==> src/hdl/sglu_pkg.sv <==
package sglu_pkg;

  localparam int DATA_WIDTH = 32;
  localparam int PROD_WIDTH = 2 * DATA_WIDTH;
  localparam int CNT_WIDTH  = $clog2(DATA_WIDTH);

  typedef logic signed [DATA_WIDTH-1:0] word_t;
  typedef logic        [DATA_WIDTH-1:0] mag_t;
  typedef logic        [PROD_WIDTH-1:0] prod_t;

  localparam prod_t BOUND_POS =
    {{(PROD_WIDTH-DATA_WIDTH+1){1'b0}}, {(DATA_WIDTH-1){1'b1}}};
  localparam prod_t BOUND_NEG = BOUND_POS + prod_t'(1);
  localparam word_t MIN_VALUE = {1'b1, {(DATA_WIDTH-1){1'b0}}};
  localparam word_t MINUS_ONE = {DATA_WIDTH{1'b1}};

  typedef struct packed {
    word_t operand_a;
    word_t operand_b;
  } in_t;

  typedef struct packed {
    word_t gcd_value;
    word_t lcm_value;
    logic  lcm_overflow;
  } out_t;

  typedef struct packed {
    logic load;
    logic start_euc;
    logic start_lcm;
    logic div_step;
    logic euc_update;
    logic mul;
    logic fin;
    logic out_load;
  } cmd_t;

  typedef struct packed {
    logic y_zero;
    logic a_zero;
    logic b_zero;
    logic div_last;
  } status_t;

  function automatic mag_t magnitude(word_t v);
    return v[DATA_WIDTH-1] ? mag_t'(-v) : mag_t'(v);
  endfunction

endpackage

==> src/hdl/sglu_datapath.sv <==
module sglu_datapath import sglu_pkg::*; (
  input  logic    clk,
  input  in_t     operand_word,
  input  cmd_t    cmd,
  output status_t status,
  output out_t    result_word
);

  word_t a, b, x, y;
  logic  ovf;
  mag_t  rem, quo, dvs;
  logic  [CNT_WIDTH-1:0] cnt;
  prod_t prod;
  word_t lcm;

  logic [DATA_WIDTH:0] rem_sh, rem_sub;
  logic  fits;
  mag_t  rem_new;
  word_t r_signed;
  logic  negative;
  mag_t  lcm_mag;

  assign rem_sh   = {rem, quo[DATA_WIDTH-1]};
  assign rem_sub  = rem_sh - {1'b0, dvs};
  assign fits     = rem_sh >= {1'b0, dvs};
  assign rem_new  = fits ? rem_sub[DATA_WIDTH-1:0] : rem_sh[DATA_WIDTH-1:0];
  assign r_signed = x[DATA_WIDTH-1] ? word_t'(-rem) : word_t'(rem);
  assign negative = a[DATA_WIDTH-1] ^ b[DATA_WIDTH-1] ^ x[DATA_WIDTH-1];
  assign lcm_mag  = prod[DATA_WIDTH-1:0];

  always_ff @(posedge clk) begin
    if (cmd.load) begin
      a   <= operand_word.operand_a;
      b   <= operand_word.operand_b;
      x   <= operand_word.operand_a;
      y   <= operand_word.operand_b;
      ovf <= 1'b0;
      lcm <= '0;
    end
    if (cmd.start_euc) begin
      rem <= '0;
      quo <= magnitude(x);
      dvs <= magnitude(y);
      cnt <= '0;
    end
    if (cmd.start_lcm) begin
      rem <= '0;
      quo <= magnitude(a);
      dvs <= magnitude(x);
      cnt <= '0;
    end
    if (cmd.div_step) begin
      rem <= rem_new;
      quo <= {quo[DATA_WIDTH-2:0], fits};
      cnt <= cnt + CNT_WIDTH'(1);
    end
    if (cmd.euc_update) begin
      x <= y;
      y <= r_signed;
      if (x == MIN_VALUE && y == MINUS_ONE) begin
        ovf <= 1'b1;
      end
    end
    if (cmd.mul) begin
      prod <= {{DATA_WIDTH{1'b0}}, quo} * {{DATA_WIDTH{1'b0}}, magnitude(b)};
    end
    if (cmd.fin) begin
      lcm <= negative ? word_t'(-lcm_mag) : word_t'(lcm_mag);
      if (prod > (negative ? BOUND_NEG : BOUND_POS)) begin
        ovf <= 1'b1;
      end
    end
    if (cmd.out_load) begin
      result_word.gcd_value    <= x;
      result_word.lcm_value    <= lcm;
      result_word.lcm_overflow <= ovf;
    end
  end

  assign status.y_zero   = (y == '0);
  assign status.a_zero   = (a == '0);
  assign status.b_zero   = (b == '0);
  assign status.div_last = (cnt == CNT_WIDTH'(DATA_WIDTH-1));

endmodule

==> src/hdl/sglu_ctrl.sv <==
module sglu_ctrl import sglu_pkg::*; (
  input  logic    clk,
  input  logic    rst,
  input  logic    operand_valid,
  output logic    operand_ready,
  output logic    result_valid,
  input  logic    result_ready,
  input  status_t status,
  output cmd_t    cmd
);

  localparam logic [2:0] S_IDLE  = 3'd0;
  localparam logic [2:0] S_CHECK = 3'd1;
  localparam logic [2:0] S_EDIV  = 3'd2;
  localparam logic [2:0] S_ESTEP = 3'd3;
  localparam logic [2:0] S_LDIV  = 3'd4;
  localparam logic [2:0] S_MUL   = 3'd5;
  localparam logic [2:0] S_FIN   = 3'd6;
  localparam logic [2:0] S_DONE  = 3'd7;

  logic [2:0] state, state_next;
  logic out_free;

  assign out_free      = !result_valid || result_ready;
  assign operand_ready = (state == S_IDLE);

  always_comb begin
    state_next = state;
    cmd        = '0;
    unique case (state)
      S_IDLE: begin
        if (operand_valid) begin
          cmd.load   = 1'b1;
          state_next = S_CHECK;
        end
      end
      S_CHECK: begin
        if (!status.y_zero) begin
          cmd.start_euc = 1'b1;
          state_next    = S_EDIV;
        end else if (status.a_zero || status.b_zero) begin
          state_next = S_DONE;
        end else begin
          cmd.start_lcm = 1'b1;
          state_next    = S_LDIV;
        end
      end
      S_EDIV: begin
        cmd.div_step = 1'b1;
        if (status.div_last) begin
          state_next = S_ESTEP;
        end
      end
      S_ESTEP: begin
        cmd.euc_update = 1'b1;
        state_next     = S_CHECK;
      end
      S_LDIV: begin
        cmd.div_step = 1'b1;
        if (status.div_last) begin
          state_next = S_MUL;
        end
      end
      S_MUL: begin
        cmd.mul    = 1'b1;
        state_next = S_FIN;
      end
      S_FIN: begin
        cmd.fin    = 1'b1;
        state_next = S_DONE;
      end
      S_DONE: begin
        if (out_free) begin
          cmd.out_load = 1'b1;
          state_next   = S_IDLE;
        end
      end
      default: state_next = S_IDLE;
    endcase
  end

  always_ff @(posedge clk) begin
    if (rst) begin
      state        <= S_IDLE;
      result_valid <= 1'b0;
    end else begin
      state <= state_next;
      if (cmd.out_load) begin
        result_valid <= 1'b1;
      end else if (result_ready) begin
        result_valid <= 1'b0;
      end
    end
  end

endmodule

==> src/hdl/signed_gcd_lcm_unit.sv <==
// channel   handshake                      word
// operand   operand_valid / operand_ready  in_t  {operand_a, operand_b}
// result    result_valid / result_ready    out_t {gcd_value, lcm_value, lcm_overflow}
//
// One word at a time. Each Euclid step runs a check, the divider iterations and an
// update; when both operands are nonzero the lcm adds a divider pass, a multiply and
// a finish. The shared 1-bit restoring divider sets the run time.
// rst is synchronous and clears the controller and result_valid.
// A finished word waits in the output register; the next operand is taken
// meanwhile and its result is held until the output register frees.
module signed_gcd_lcm_unit import sglu_pkg::*; (
  input  logic clk,
  input  logic rst,
  input  logic operand_valid,
  output logic operand_ready,
  input  in_t  operand_word,
  output logic result_valid,
  input  logic result_ready,
  output out_t result_word
);

  cmd_t    cmd;
  status_t status;

  sglu_ctrl u_ctrl (
    .clk           (clk),
    .rst           (rst),
    .operand_valid (operand_valid),
    .operand_ready (operand_ready),
    .result_valid  (result_valid),
    .result_ready  (result_ready),
    .status        (status),
    .cmd           (cmd)
  );

  sglu_datapath u_datapath (
    .clk          (clk),
    .operand_word (operand_word),
    .cmd          (cmd),
    .status       (status),
    .result_word  (result_word)
  );

endmodule

==> config.mk <==
export PLATFORM = sky130hd
export DESIGN_NAME = signed_gcd_lcm_unit
export DESIGN_NICKNAME = d
export VERILOG_FILES = /design/src/hdl/sglu_pkg.sv /design/src/hdl/sglu_datapath.sv /design/src/hdl/sglu_ctrl.sv /design/src/hdl/signed_gcd_lcm_unit.sv
export SDC_FILE = /design/constraint.sdc
export NUM_CORES = 2
export LEC_CHECK = 0
export BUFFER_PORTS_ARGS = -buffer_cell sky130_fd_sc_hd__buf_2
export CORE_UTILIZATION = 45
export DETAILED_ROUTE_END_ITERATION = 8
export HOLD_SLACK_MARGIN = 0.1
export PLACE_DENSITY = 0.63
export SLEW_MARGIN = 20
export SYNTH_ARGS = -nofsm -noshare
export SYNTH_HDL_FRONTEND = slang
export SYNTH_SLANG_ARGS = --single-unit
export TNS_END_PERCENT = 5
==> constraint.sdc <==
create_clock -name clk -period 12.62 [get_ports clk]
set_input_delay 2.524 -clock clk [delete_from_list [all_inputs] [get_ports clk]]
set_output_delay 2.524 -clock clk [all_outputs]
set_load 0.01 [all_outputs]
# Word-level counts from Yosys, hierarchy flattened
# Cells that the tools add are included.
dict set report classes {
  n_addsub 8
  multipliers 1
  magnitude_cmp 2
  eq_ne 14
  mux 51
  bitwise 2
  reduce_logical 15
}
# op count
set ops {}
lappend ops {{2-to-1 mux 32 bit} 22}
lappend ops {{negator 32 bit} 6}
lappend ops {{zero test 32 bit} 3}
lappend ops {{greater-than comparator 64 bit} 1}
lappend ops {{multiplier 32 x 32 -> 64 bit} 1}
lappend ops {{>= comparator 33 x 32 -> 1 bit} 1}
lappend ops {{equality test 32 x 1 -> 1 bit (second input constant)} 1}
lappend ops {{equality test 32 bit (second input constant)} 1}
lappend ops {{subtractor 32 bit} 1}
lappend ops {{one-hot mux 3 bit (8 select lines)} 1}
lappend ops {{2-to-1 mux 1 bit} 18}
lappend ops {{2-to-1 mux 3 bit} 5}
lappend ops {{2-to-1 mux 5 bit} 3}
lappend ops {{equality test 3 bit (second input constant)} 4}
lappend ops {{nonzero test 2 bit} 4}
lappend ops {{equality test 3 x 2 -> 1 bit (second input constant)} 2}
lappend ops {{!= test 2 bit (second input constant)} 3}
lappend ops {{adder 5 x 1 -> 5 bit (second input constant)} 1}
lappend ops {{equality test 5 bit (second input constant)} 1}
lappend ops {{2-to-1 mux 2 bit} 2}
lappend ops {{AND reduction 4 bit} 1}
lappend ops {{equality test 3 x 1 -> 1 bit (second input constant)} 1}
lappend ops {{zero test 3 bit} 1}
lappend ops {{nonzero test 3 bit} 1}
lappend ops {{other kinds (6)} 8}
dict set report word_totals {
  reg_bits 395
}

# Logic depth before layout (Yosys ltp)
dict set report logic_depth {
  depth_word 8
  ltp_mapped 38
  depth_no_buf 34
}

# Hierarchy
# From an unflattened synthesis, not the netlist that was laid out.
dict set report unflattened {
  hier_cells 5563
  hier_area_um2 53993.0
}
# mod instances cells_per_inst area_each_um2 seq_area_each_um2
set by_module_without_submodules {}
lappend by_module_without_submodules {sglu_datapath 1 5522 53699.0 11731.3}
lappend by_module_without_submodules {sglu_ctrl 1 41 294.0 80.1}

# Least setup slack after synthesis
# Ideal clock, no wire load.
dict set report synth_timing {
  path_kind {register to register}
  startpoint {reg u_datapath.b[8]}
  endpoint {reg u_datapath.prod[55] (data pin)}
  arrival_ns 8.926
  required_ns 12.357
  setup_slack_ns 3.430
  stages_incl_launch_ff 34
  n_path_buf 2
  synth_period_minus_slack_ns 9.190
  cell_sequence {edfxtp_1 or4_1 nand4b_1 or2_2 nand2b_1 nand2b_1 o41ai_1 xnor2_1 clkbuf_1 nand2_1 fa_1 inv_1 fa_1 fa_1 fa_1 fa_1 fa_1 fa_1 inv_1 fa_1 inv_1 ha_1 clkbuf_1 nand4_1 nor3_1 a2111oi_0 o21ai_0 a211oi_1 a21oi_1 a31o_2 a21oi_1 o21bai_1 a21boi_0 xnor2_1}
}
dict set report synth_via {
  elab_chain_cells 3
}
# item line_no
set synth_lines {}
lappend synth_lines {{start: declaration} sglu_datapath.sv:9} ;# word_t a, b, x, y;
lappend synth_lines {{start signal: assignment} sglu_datapath.sv:34} ;# b <= operand_word.operand_b;
lappend synth_lines {{negator 32 bit} sglu_pkg.sv:47} ;# return v[DATA_WIDTH-1] ? mag_t'(-v) : mag_t'(v);
lappend synth_lines {{2-to-1 mux 32 bit *} sglu_pkg.sv:47}
lappend synth_lines {{multiplier 32 x 32 -> 64 bit *} sglu_datapath.sv:65} ;# prod <= {{DATA_WIDTH{1'b0}}, quo} * {{DATA_WIDTH{1'b0}}, magnitude(b)};
lappend synth_lines {{end signal: assignment} sglu_datapath.sv:65}
lappend synth_lines {{end: declaration} sglu_datapath.sv:13} ;# prod_t prod;
# Every way passes the cells marked *; elsewhere a longest branch is shown, timed or not.
# A chain may end at the register's enable or synchronous reset.

# Worst setup path after layout
dict set report layout_timing {
  startpoint {reg u_datapath.b[8]}
  endpoint {reg u_datapath.prod[57] (data pin)}
}
# The elaborated chain is that of the path after synthesis.

==> impl_metrics.csv <==
group,metric,value,unit
worst_setup_path,worstPathRequired,12.98,ns
sta,tightest_slew,1.072,ns
yosys,avgSynthCellArea,9.687,sq um
sta,fmax,0.09316,GHz
worst_setup_path,worstPathArrival,11.10,ns
yosys,ys.flop_type,"edfxtp_1",
finish,final_nets,6838,
worst_setup_path,r2r_cells,30,
cts,clk_pin_slew,0.06,ns
cts,postCtsHoldBufs,0,
cts,htree_levels,2,
grt,grt_max_degree,82,
cts,clock_sinks,395,
grt,grt_pass1_vias,40250,
sta,hold_violations,0,
min_path,min_path_cells,0,
finish,finalInstanceArea,57990,sq um
die,die_h,347.9,um
worst_setup_path,r2r_end,"u_datapath.prod[57]$_DFFE_PP_",
sta,finalSetupTns,0,ns
placement,postPlaceCellArea,56350,sq um
grt,grt_overflow,0,
worst_setup_path,cp-end-kind,"flop",
yosys,synth_cells,5559,
cts,cts-root-buf,"clkbuf_16",
worst_setup_path,cp_num_cells,30,
die,fp.dieW,347.9,um
worst_setup_path,cp_max_fo,32,
min_path,hold_start,"u_datapath.lcm[18]$_SDFFCE_PP0P_",
finish,fin_cells,7174,
cts,post_cts_buffers,0,
finish,nFillCells,11020,
yosys,ys_types,68,
sta,period_needed,10.73,ns
worst_setup_path,crit_top_cell,"fa_1",
grt,antenna_found_initial,6,
sta,rsz0062_at_grt,"false",
yosys,synth_edf_count,390,
detailed_routing,avgRoutedWirePerCell,20.92,um
job,maxCapViolations,0,
grt,track_usage,0.2505,
sta,finalMaxSlewViolations,0,
worst_setup_path,regToRegSetupSlack,1.89,ns
finish,syn_to_final_growth,7.679,%
detailed_routing,drc,0,
yosys,syn-cell-area,53850,sq um
sta,skew,0.04488,ns
finish,drive_above_1_share,0.06999,
yosys,yosys_warnings,0,
die,start_util,0.4548,
worst_setup_path,cp-start-kind,"flop",
placement,dp_cells,7088,
detailed_routing,dr.pass1.iters,6,
cts,clk_latency,0.65,ns
detailed_routing,drt_iter0_markers,2938,
placement,dpl.hpwl,114200,um
die,num_rows,126,
cts,cts_resized,0,
worst_setup_path,reg2reg_from,"u_datapath.b[8]$_DFFE_PP_",
sta,min_period_over_period,0.8506,
detailed_routing,ant_nets,0,
sta,slew_headroom,0.2816,
yosys,async_flop_share,0,
sta,setup_violations,0,
grt,grt_pass1_wl,233400,um
die,core-area,118400,sq um
run_status,status,"finished clean",
cts,cts_buffer_depth,3,
worst_setup_path,critPathTopFamily,"adder cells",
die,die-area,121100,sq um
worst_setup_path,crit_type,"reg -> reg",
worst_setup_path,critPathSlowestCell,"nor4_1",
cts,cts_tree,"yes",
placement,portBuffers,134,
yosys,syn_nets,6860,
worst_setup_path,critPathMaxStageDelay,0.80,ns
min_path,holdPathEnd,"u_datapath.result_word[19]$_DFFE_PP_",
min_path,hp-class,"reg -> reg",
die,io_pins,135,
detailed_routing,vias,38910,
cts,cts_buffers,46,
detailed_routing,via_per_inst,5.423,
detailed_routing,finalWirelength,150100,um
yosys,synth_seq_cells,395,
worst_setup_path,cp_num_buf_inv,5,
yosys,ys_seq_area_frac,0.2193,
placement,gp_congestion,0.9421,
state kept, by name (all words and copies together), names as in the netlist, 3 cells and up:
signal,flops
u_datapath.y,32
u_datapath.lcm,32
u_datapath.dvs,32
u_datapath.rem,32
u_datapath.result_word,65
u_datapath.x,32
u_datapath.b,32
u_ctrl.state,3
u_datapath.a,32
u_datapath.prod,64
u_datapath.cnt,5
u_datapath.quo,32
cells by family (layout without fill, tap and decap cells):
group | Yosys count | in the layout | synth area share
buf+inv | 1306 | 1319 | 0.09140
other cells | 0 | 2 | 0
flops | 395 | 395 | 0.2193
compound gates | 641 | 641 | 0.07379
xor+xnor | 265 | 265 | 0.04310
simple gates | 1679 | 1679 | 0.1527
mux | 40 | 40 | 0.008109
fa+ha+maj | 1233 | 1233 | 0.4115
metrics by stage:
stage                     worst slack (ns)  hold WS (ns)    util
after floorplan                      3.430        0.4003       -
after global placement               1.969        0.4041  0.4759
after detailed placement             1.944        0.4045  0.4759
after CTS                            1.885        0.4115  0.4895
after global routing                 1.373        0.4221  0.4897
final                                1.885        0.4103  0.4898
synthesized netlist by cell type (all sizes together) (37+ instances only):
master | count | area share
xor2 | 122 | 0.020
fa | 897 | 0.33
xnor2 | 143 | 0.023
edfxtp | 390 | 0.22
ha | 336 | 0.078
nand2 | 758 | 0.053
o31ai | 42 | 0.0059
a21o | 69 | 0.0096
nor2 | 148 | 0.010
inv | 1015 | 0.071
and2 | 475 | 0.055
clkbuf | 280 | 0.020
o21ai | 232 | 0.022
nor2b | 54 | 0.0063
a21oi | 141 | 0.013
nand4 | 37 | 0.0043
cells in the final DEF (no fill, tap or decap), types with 134 or more instances in the layout:
cell | synthesis | routed
edfxtp_1 | 390 | 390
nand2_1 | 758 | 757
and2_1 | 475 | 475
fa_1 | 897 | 897
a21oi_1 | 141 | 141
ha_1 | 336 | 336
buf_2 | 7 | 134
nor2_1 | 148 | 145
o21ai_0 | 210 | 210
inv_1 | 1015 | 1014
layout make-up:
cell class | count | area [sq um] | share of cell area
Multi-Input combinational cell | 3858 | 37410 | 0.6452
Sequential cell | 395 | 11810 | 0.2037
Inverter | 1016 | 3814 | 0.06577
Tap cell | 1600 | 2002 | 0.03452
Timing Repair Buffer | 220 | 1336 | 0.02304
Clock buffer | 48 | 1159 | 0.01998
Clock inverter | 35 | 446.7 | 0.007703
Antenna cell | 2 | 5.005 | 0.00008631
routing by layer:
| metal | up-vias | part of all wire | track usage |
|---|---|---|---|
| met4 | 0 | 0.026 | 0.06563 |
| li1 | 17380 | - | - |
| met1 | 19810 | 0.44 | 0.3532 |
| met3 | 223 | 0.085 | 0.04633 |
| met5 | - | 0 | 0 |
| met2 | 1495 | 0.45 | 0.3972 |
worst reg2reg max path, delay by kind of cell (launching register included):
kind,cells,cell delay (ns)
compound gates,6,1.71
flops,1,0.46
simple gates,8,3.16
buf+inv,5,0.47
xor+xnor,2,0.25
fa+ha+maj,9,4.40
worst max path at each step:
stage | slack (ns) | start | to
after floorplan | 3.43 | u_datapath.b[8]$_DFFE_PP_ | u_datapath.prod[55]$_DFFE_PP_
after global placement | 1.97 | u_datapath.b[8]$_DFFE_PP_ | u_datapath.prod[57]$_DFFE_PP_
after detailed placement | 1.94 | u_datapath.b[8]$_DFFE_PP_ | u_datapath.prod[57]$_DFFE_PP_
after CTS | 1.89 | u_datapath.b[8]$_DFFE_PP_ | u_datapath.prod[57]$_DFFE_PP_
after global routing | 1.37 | u_datapath.b[8]$_DFFE_PP_ | u_datapath.prod[57]$_DFFE_PP_
final | 1.89 | u_datapath.b[8]$_DFFE_PP_ | u_datapath.prod[57]$_DFFE_PP_
Power is left out: the tool's default activity adds up to more than one toggle a clock period on the data nets, which glitch-free logic cannot reach.
